[src/hw/rtl/v3alu_pkg.sv]
`timescale 1ns / 1ps
`default_nettype none

package v3alu_pkg;

   localparam int FIELD_WIDTH = 32;
   localparam int OP_WIDTH    = 3;
   localparam int AXES        = 3;
   localparam int MUL_LANES   = 6;

   typedef enum logic [OP_WIDTH-1:0] {
      OP_ADD,
      OP_SUB,
      OP_SCALE,
      OP_DOT,
      OP_CROSS,
      OP_EQUAL,
      OP_LENGTH
   } op_type;

   typedef struct packed {
      logic        [OP_WIDTH-1:0]    req_type;
      logic signed [FIELD_WIDTH-1:0] a_x;
      logic signed [FIELD_WIDTH-1:0] a_y;
      logic signed [FIELD_WIDTH-1:0] a_z;
      logic signed [FIELD_WIDTH-1:0] b_x;
      logic signed [FIELD_WIDTH-1:0] b_y;
      logic signed [FIELD_WIDTH-1:0] b_z;
      logic signed [FIELD_WIDTH-1:0] scale_factor;
   } req_item_type;

   typedef struct packed {
      logic signed [FIELD_WIDTH-1:0] res_x;
      logic signed [FIELD_WIDTH-1:0] res_y;
      logic signed [FIELD_WIDTH-1:0] res_z;
      logic signed [FIELD_WIDTH-1:0] dot_value;
      logic        [FIELD_WIDTH-1:0] length_value;
      logic                          equal_flag;
      logic                          overflow_flag;
   } rsp_item_type;

endpackage

`default_nettype wire

[src/hw/rtl/v3alu_sqrt.sv]
`timescale 1ns / 1ps
`default_nettype none

module v3alu_sqrt
   import v3alu_pkg::*;
#(
   parameter int COORD_WIDTH = 32
) (
   input  wire logic                       clock,
   input  wire logic                       reset,
   input  wire logic                       in_valid,
   output logic                            in_stall,
   input  wire rsp_item_type               in_data,
   input  wire logic [2*COORD_WIDTH-1:0]   in_radicand,
   output logic                            out_valid,
   input  wire logic                       out_stall,
   output rsp_item_type                    out_data
);

   localparam int CW     = COORD_WIDTH;
   localparam int STAGES = (CW + 1) / 2;
   localparam int ROOT_W = 2 * STAGES;
   localparam int RAD_W  = 2 * ROOT_W;
   localparam int REM_W  = ROOT_W + 2;
   localparam int LAST   = STAGES - 1;

   function automatic logic [REM_W+ROOT_W-1:0] root_step(
      input logic [REM_W-1:0]  rem,
      input logic [ROOT_W-1:0] root,
      input logic [1:0]        pair
   );
      logic [REM_W-1:0] shifted;
      logic [REM_W-1:0] trial;
      logic             ge;
      shifted = {rem[REM_W-3:0], pair};
      trial   = {root, 2'b01};
      ge      = shifted >= trial;
      return {ge ? shifted - trial : shifted, root[ROOT_W-2:0], ge};
   endfunction

   logic [STAGES:0]    ready;
   logic               valid_ff [STAGES];
   rsp_item_type       side_ff  [STAGES];
   logic [RAD_W-1:0]   rad_ff   [STAGES];
   logic [REM_W-1:0]   rem_ff   [STAGES];
   logic [ROOT_W-1:0]  root_ff  [STAGES];

   assign ready[STAGES] = !out_stall;
   assign in_stall      = !ready[0];

   for (genvar s = 0; s < STAGES; s++) begin : g_stage
      logic                     src_valid;
      rsp_item_type             src_side;
      logic [RAD_W-1:0]         src_rad;
      logic [REM_W-1:0]         src_rem;
      logic [ROOT_W-1:0]        src_root;
      logic [REM_W+ROOT_W-1:0]  step_a;
      logic [REM_W+ROOT_W-1:0]  step_b;
      logic [RAD_W-1:0]         rad_in;

      if (s == 0) begin : g_head
         assign src_valid = in_valid;
         assign src_side  = in_data;
         assign src_rad   = RAD_W'(in_radicand);
         assign src_rem   = '0;
         assign src_root  = '0;
      end else begin : g_body
         assign src_valid = valid_ff[s-1];
         assign src_side  = side_ff[s-1];
         assign src_rad   = rad_ff[s-1];
         assign src_rem   = rem_ff[s-1];
         assign src_root  = root_ff[s-1];
      end

      assign step_a = root_step(src_rem, src_root, src_rad[RAD_W-1 -: 2]);
      assign step_b = root_step(step_a[REM_W+ROOT_W-1 -: REM_W], step_a[ROOT_W-1:0],
                                src_rad[RAD_W-3 -: 2]);
      assign rad_in = src_rad << 4;

      assign ready[s] = !valid_ff[s] || ready[s+1];

      always_ff @(posedge clock) begin
         if (reset) begin
            valid_ff[s] <= 1'b0;
         end else if (ready[s]) begin
            valid_ff[s] <= src_valid;
         end
         if (ready[s] && src_valid) begin
            side_ff[s] <= src_side;
            rad_ff[s]  <= rad_in;
            rem_ff[s]  <= step_b[REM_W+ROOT_W-1 -: REM_W];
            root_ff[s] <= step_b[ROOT_W-1:0];
         end
      end
   end

   assign out_valid = valid_ff[LAST];

   always_comb begin
      out_data              = side_ff[LAST];
      out_data.length_value = FIELD_WIDTH'(root_ff[LAST][CW-1:0]);
   end

   a_enter: assert property (@(posedge clock) disable iff (reset)
      in_valid && !in_stall |=> valid_ff[0])
      else $error("accepted transfer did not enter the root pipeline");

   a_hold: assert property (@(posedge clock) disable iff (reset)
      valid_ff[LAST] && out_stall |=>
         valid_ff[LAST] && $stable(root_ff[LAST]) && $stable(side_ff[LAST]))
      else $error("stalled result changed");

   a_drain: assert property (@(posedge clock) disable iff (reset)
      valid_ff[LAST] && !out_stall && !valid_ff[LAST-1] |=> !valid_ff[LAST])
      else $error("result repeated after transfer");

endmodule

`default_nettype wire

[config.mk]
export PLATFORM = sky130hd
export DESIGN_NAME = v3alu_sqrt
export DESIGN_NICKNAME = d
export VERILOG_FILES = /design/src/hw/rtl/v3alu_pkg.sv /design/src/hw/rtl/v3alu_sqrt.sv
export SDC_FILE = /design/constraint.sdc
export NUM_CORES = 2
export LEC_CHECK = 0
export BUFFER_PORTS_ARGS = -buffer_cell sky130_fd_sc_hd__buf_2
export CAP_MARGIN = 10
export CORE_UTILIZATION = 55
export CTS_BUF_LIST = sky130_fd_sc_hd__clkbuf_4
export CTS_CLUSTER_SIZE = 24
export DETAILED_ROUTE_END_ITERATION = 8
export GPL_ROUTABILITY_DRIVEN = 0
export PLACE_DENSITY_LB_ADDON = 0.2
export SETUP_SLACK_MARGIN = 0.1
export SLEW_MARGIN = 20
export SYNTH_ARGS = -nofsm -noshare
export SYNTH_HDL_FRONTEND = slang
export SYNTH_MEMORY_MAX_BITS = 65536
export SYNTH_SLANG_ARGS = --single-unit
export TNS_END_PERCENT = 5
[constraint.sdc]
create_clock -name clock -period 23 [get_ports clock]
set_clock_uncertainty 0.1 [all_clocks]
set_input_delay 1.15 -clock clock [delete_from_list [all_inputs] [get_ports clock]]
set_output_delay 1.15 -clock clock [all_outputs]
set_load 0.01 [all_outputs]
==> implementation parameters <==
Parameter                              Value

Drt
  DRC Markers ... 0
  DR WL/cell ... 19.5 µm
  1st-iter DRT viols ... 7061
  Antenna Violating Nets Remaining ... 0
  Number of iterations in the first detailed-routing pass ... 6
  Mean number of vias per cell ... 5.66
  Number of vias after detailed routing ... 85.5k
  Routed wire length ... 295000 µm

Min path
  Type of the worst min-delay path ... reg2reg

CTS
  Sinks on the clock net ... 3307
  Clock root buffer ... sky130_fd_sc_hd__clkbuf_4
  Setup bufs post-CTS ... 0
  CTS tree ... done
  Deepest level of the CTS H-tree ... 6
  Worst-skew pair later-pin latency ... 1.46 ns
  Clock transition at the register clock pins on the worst setup and hold paths after CTS ... 0.06 ns
  Number of instances resized during post-cts repair ... 0
  Deepest clock path buffer count ... 4
  Total clock buffers created by CTS ... 789

GRT
  Antenna violations before repair ... 18
  Wire length of the first global-routing pass ... 454000 µm
  Vias in the first global route ... 84.3k
  Overall track demand over capacity in global routing ... 0.223
  Pin count of the biggest net entering global routing ... 132
  Total global routing overflow ... 0

Synthesis
  Sequential element share of the synthesized area ... 0.700
  Warnings from Yosys ... 0
  Share of async-settable or async-resettable flops after synthesis ... 0
  Number of enable-type register cells in the synthesized netlist ... 3307
  Synth cell types ... 101
  Post-synthesis area per instance ... 14.3 µm²
  Number of flip-flops and latches in the synthesized netlist ... 3307
  Total standard cell area after synthesis ... 142000 µm²
  Number of instances in the synthesized netlist ... 9894
  Most common flop cell mapped by yosys ... sky130_fd_sc_hd__edfxtp_1

Floorplanning
  Die Footprint ... 260000 µm²
  Rows ... 186
  Die boundary height ... 510 µm
  Initial cell density of the core ... 0.553
  Ports ... 394
  Die span in x ... 510 µm
  Standard cell core area ... 257000 µm²

Worst setup path
  Critical Path AT ... 9.13 ns
  Max Fanout on Critical Path ... 29
  Worst Path Required ... 24.07 ns
  Kind of end point of the critical path ... register
  Type of the setup path with the least slack ... reg2reg
  CP Launch Type ... register

Finish
  Share of post-route cells with drive strength above 1 ... 0.159
  Most used cells in the layout excluding fill and tap cells ... 3307 x sky130_fd_sc_hd__edfxtp_1, 1115 x sky130_fd_sc_hd__clkbuf_4, 674 x sky130_fd_sc_hd__nor2_1
  Syn-to-layout area delta ... 12.7%
  Most common library cell in the layout ignoring fill and taps ... sky130_fd_sc_hd__edfxtp_1
  Final layout net count ... 11.9k

Timing
  Setup TNS Final ... 0 ns
  Maximum operating frequency ... 124 MHz
  Final Cycle Share ... 0.350
  Unrepaired setup endpoints after global routing ... false
  Worst Max-Slew Pin Slew ... 1.07 ns
  Remaining max-slew budget at the tightest pin ... 0.286
  Total of endpoints with negative setup slack in the final report ... 0
  Minimum clock period after layout ... 8.06 ns
  Final-report hold violation count ... 0
  Total count of max-transition violations in the final report ... 0

Pwr
  Switching portion of total power ... 0.207
  Worst vdd ir ... 0.0567 mV
  Cell Int Power ... 9.16 mW
  Comb power frac ... 0.023
  Pwr dens ... 72.3 nW/µm²
  Leakage power summed over all cells ... 57.4 nW
  Part of the power in registers ... 0.579
  Clk network pwr share ... 0.398
  Net switching power ... 2.40 mW
  Overall power of the completed layout ... 11.6 mW

Job
  Max cap viols ... 0

Outcome
  Result of the run ... completed

Place
  Total of buffers placed on input and output ports ... 361
  HPWL after detailed placement ... 203000 µm
==> final cells by class <==
type	instances	area (µm²)
Sequential cell	3307	99300
Fill cell	19000	96800
Multi-Input combinational cell	5909	40100
Clock buffer	1115	8370
Timing Repair Buffer	634	4480
Tap cell	3384	4230
Inverter	490	1840
Clock inverter	239	1500
Antenna cell	16	40.0
==> worst max-delay path, stage by stage, from the launching register on <==
cell and delay (ns):
sky130_fd_sc_hd__edfxtp_1 0.42, sky130_fd_sc_hd__or3_1 0.41, sky130_fd_sc_hd__nor4_1 0.61, sky130_fd_sc_hd__o211ai_1 0.32, sky130_fd_sc_hd__or2_0 0.40, sky130_fd_sc_hd__nor3_1 0.46
sky130_fd_sc_hd__nand2_1 0.70, sky130_fd_sc_hd__inv_1 0.72, sky130_fd_sc_hd__o21ai_0 0.31, sky130_fd_sc_hd__ha_1 0.44, sky130_fd_sc_hd__nand4_1 0.12, sky130_fd_sc_hd__or2_2 0.14
sky130_fd_sc_hd__nor3_1 0.05, sky130_fd_sc_hd__a31oi_1 0.18, sky130_fd_sc_hd__o211ai_1 0.24, sky130_fd_sc_hd__a2111o_1 0.55, sky130_fd_sc_hd__nor2b_1 0.22, sky130_fd_sc_hd__and4_1 0.57
sky130_fd_sc_hd__buf_4 0.39, sky130_fd_sc_hd__mux2_2 0.41
==> per-stage QoR <==
step,utilization,hold WS [ns],worst slack [ns],cell area (µm²),instances
floorplan,-,0.300,9.17,142000,9896
global placement,0.576,0.300,15.26,148000,13500
detailed placement,0.576,0.305,15.16,148000,13500
CTS,0.623,0.0450,15.10,160000,15100
global route,0.623,0.171,14.50,160000,15100
finish,0.623,0.270,14.94,160000,15100
==> power by group through the flow <==
| stage | sequential [mW] | clock (mW) | combinational [mW] |
|---|---|---|---|
| floorplan | 6.82 | 0 | 0.166 |
| global placement | 6.82 | 0 | 0.228 |
| detailed placement | 6.82 | 0 | 0.237 |
| CTS | 6.69 | 4.78 | 0.264 |
| global route | 6.69 | 5.07 | 0.292 |
| finish | 6.69 | 4.59 | 0.267 |
==> sequential cells by signal (all words and copies together), names as in the netlist <==
register	cells
root_ff	272
side_ff	2080
rem_ff	459
rad_ff	480
valid_ff	16
==> cell families after synthesis <==
kind of cell / synth area share
flip-flops: 0.700
AND/OR/NAND/NOR: 0.0873
AO/OA/AOI/OAI: 0.0920
XOR/XNOR: 0.0436
buffers and inverters: 0.0182
adder cells (fa/ha/maj): 0.0492
multiplexers: 0.00960
other: 0.0000264
==> what timing repair did <==
item | in CTS | in global routing
hold buffers | 199 | 0
endpoints found under the hold margin | 220 | 0
endpoints found under the setup margin | 0 | 0
==> worst paths after layout <==
kind	from	endpoint	slack, ns	cells after the start
worst max-delay path	rem_ff[0][226]	rem_ff[0][241]	14.94	19
worst min-delay path	rad_ff[0][162]	rad_ff[0][226]	0.27	0
worst max register to register	rem_ff[0][226]	rem_ff[0][241]	14.94	19
worst min register to register	rad_ff[0][162]	rad_ff[0][226]	0.27	0
==> routing by layer <==
metal  wire (µm)  share of wire  vias up  global-route usage
met3       19900          0.067      753              0.0402
li1            -              -    40700                   -
met2      133000           0.45     3456               0.345
met4       11700          0.040        6               0.102
met1      131000           0.44    40600               0.309
met5          41        0.00014        -                   0
==> synth_stat cells, types with 24 or more instances <==
master,count,share of area
sky130_fd_sc_hd__edfxtp_1,3307,0.70
sky130_fd_sc_hd__nor2_1,674,0.018
sky130_fd_sc_hd__a21oi_1,644,0.023
sky130_fd_sc_hd__nand2_1,603,0.016
sky130_fd_sc_hd__ha_1,558,0.049
sky130_fd_sc_hd__inv_1,481,0.013
sky130_fd_sc_hd__xnor2_1,452,0.028
sky130_fd_sc_hd__o21ai_0,373,0.013
sky130_fd_sc_hd__a21o_1,284,0.015
sky130_fd_sc_hd__xor2_1,254,0.016
sky130_fd_sc_hd__nor3_1,190,0.0067
sky130_fd_sc_hd__nand3_1,179,0.0063
sky130_fd_sc_hd__clkbuf_1,158,0.0042
sky130_fd_sc_hd__nand2b_1,102,0.0045
sky130_fd_sc_hd__nand4_1,101,0.0045
sky130_fd_sc_hd__mux2_2,92,0.0073
sky130_fd_sc_hd__nor4_1,92,0.0041
sky130_fd_sc_hd__nor2b_1,86,0.0038
sky130_fd_sc_hd__o21a_1,81,0.0043
sky130_fd_sc_hd__a31oi_1,77,0.0034
sky130_fd_sc_hd__or3_1,72,0.0032
sky130_fd_sc_hd__o31ai_1,69,0.0037
sky130_fd_sc_hd__and2_1,64,0.0028
sky130_fd_sc_hd__o21bai_1,64,0.0034
sky130_fd_sc_hd__and3_1,58,0.0026
sky130_fd_sc_hd__or4_1,57,0.0030
sky130_fd_sc_hd__a211oi_1,53,0.0028
sky130_fd_sc_hd__or2_2,49,0.0022
sky130_fd_sc_hd__o211ai_1,47,0.0025
sky130_fd_sc_hd__a21boi_0,31,0.0016
sky130_fd_sc_hd__mux2i_1,31,0.0022
sky130_fd_sc_hd__o31a_1,31,0.0019
sky130_fd_sc_hd__a211o_1,27,0.0017
sky130_fd_sc_hd__nand3b_1,27,0.0014
sky130_fd_sc_hd__nor3b_1,27,0.0014
sky130_fd_sc_hd__and4_1,26,0.0016
sky130_fd_sc_hd__a2111oi_0,24,0.0015
No activity file was read; power rests on OpenSTA's default activity.
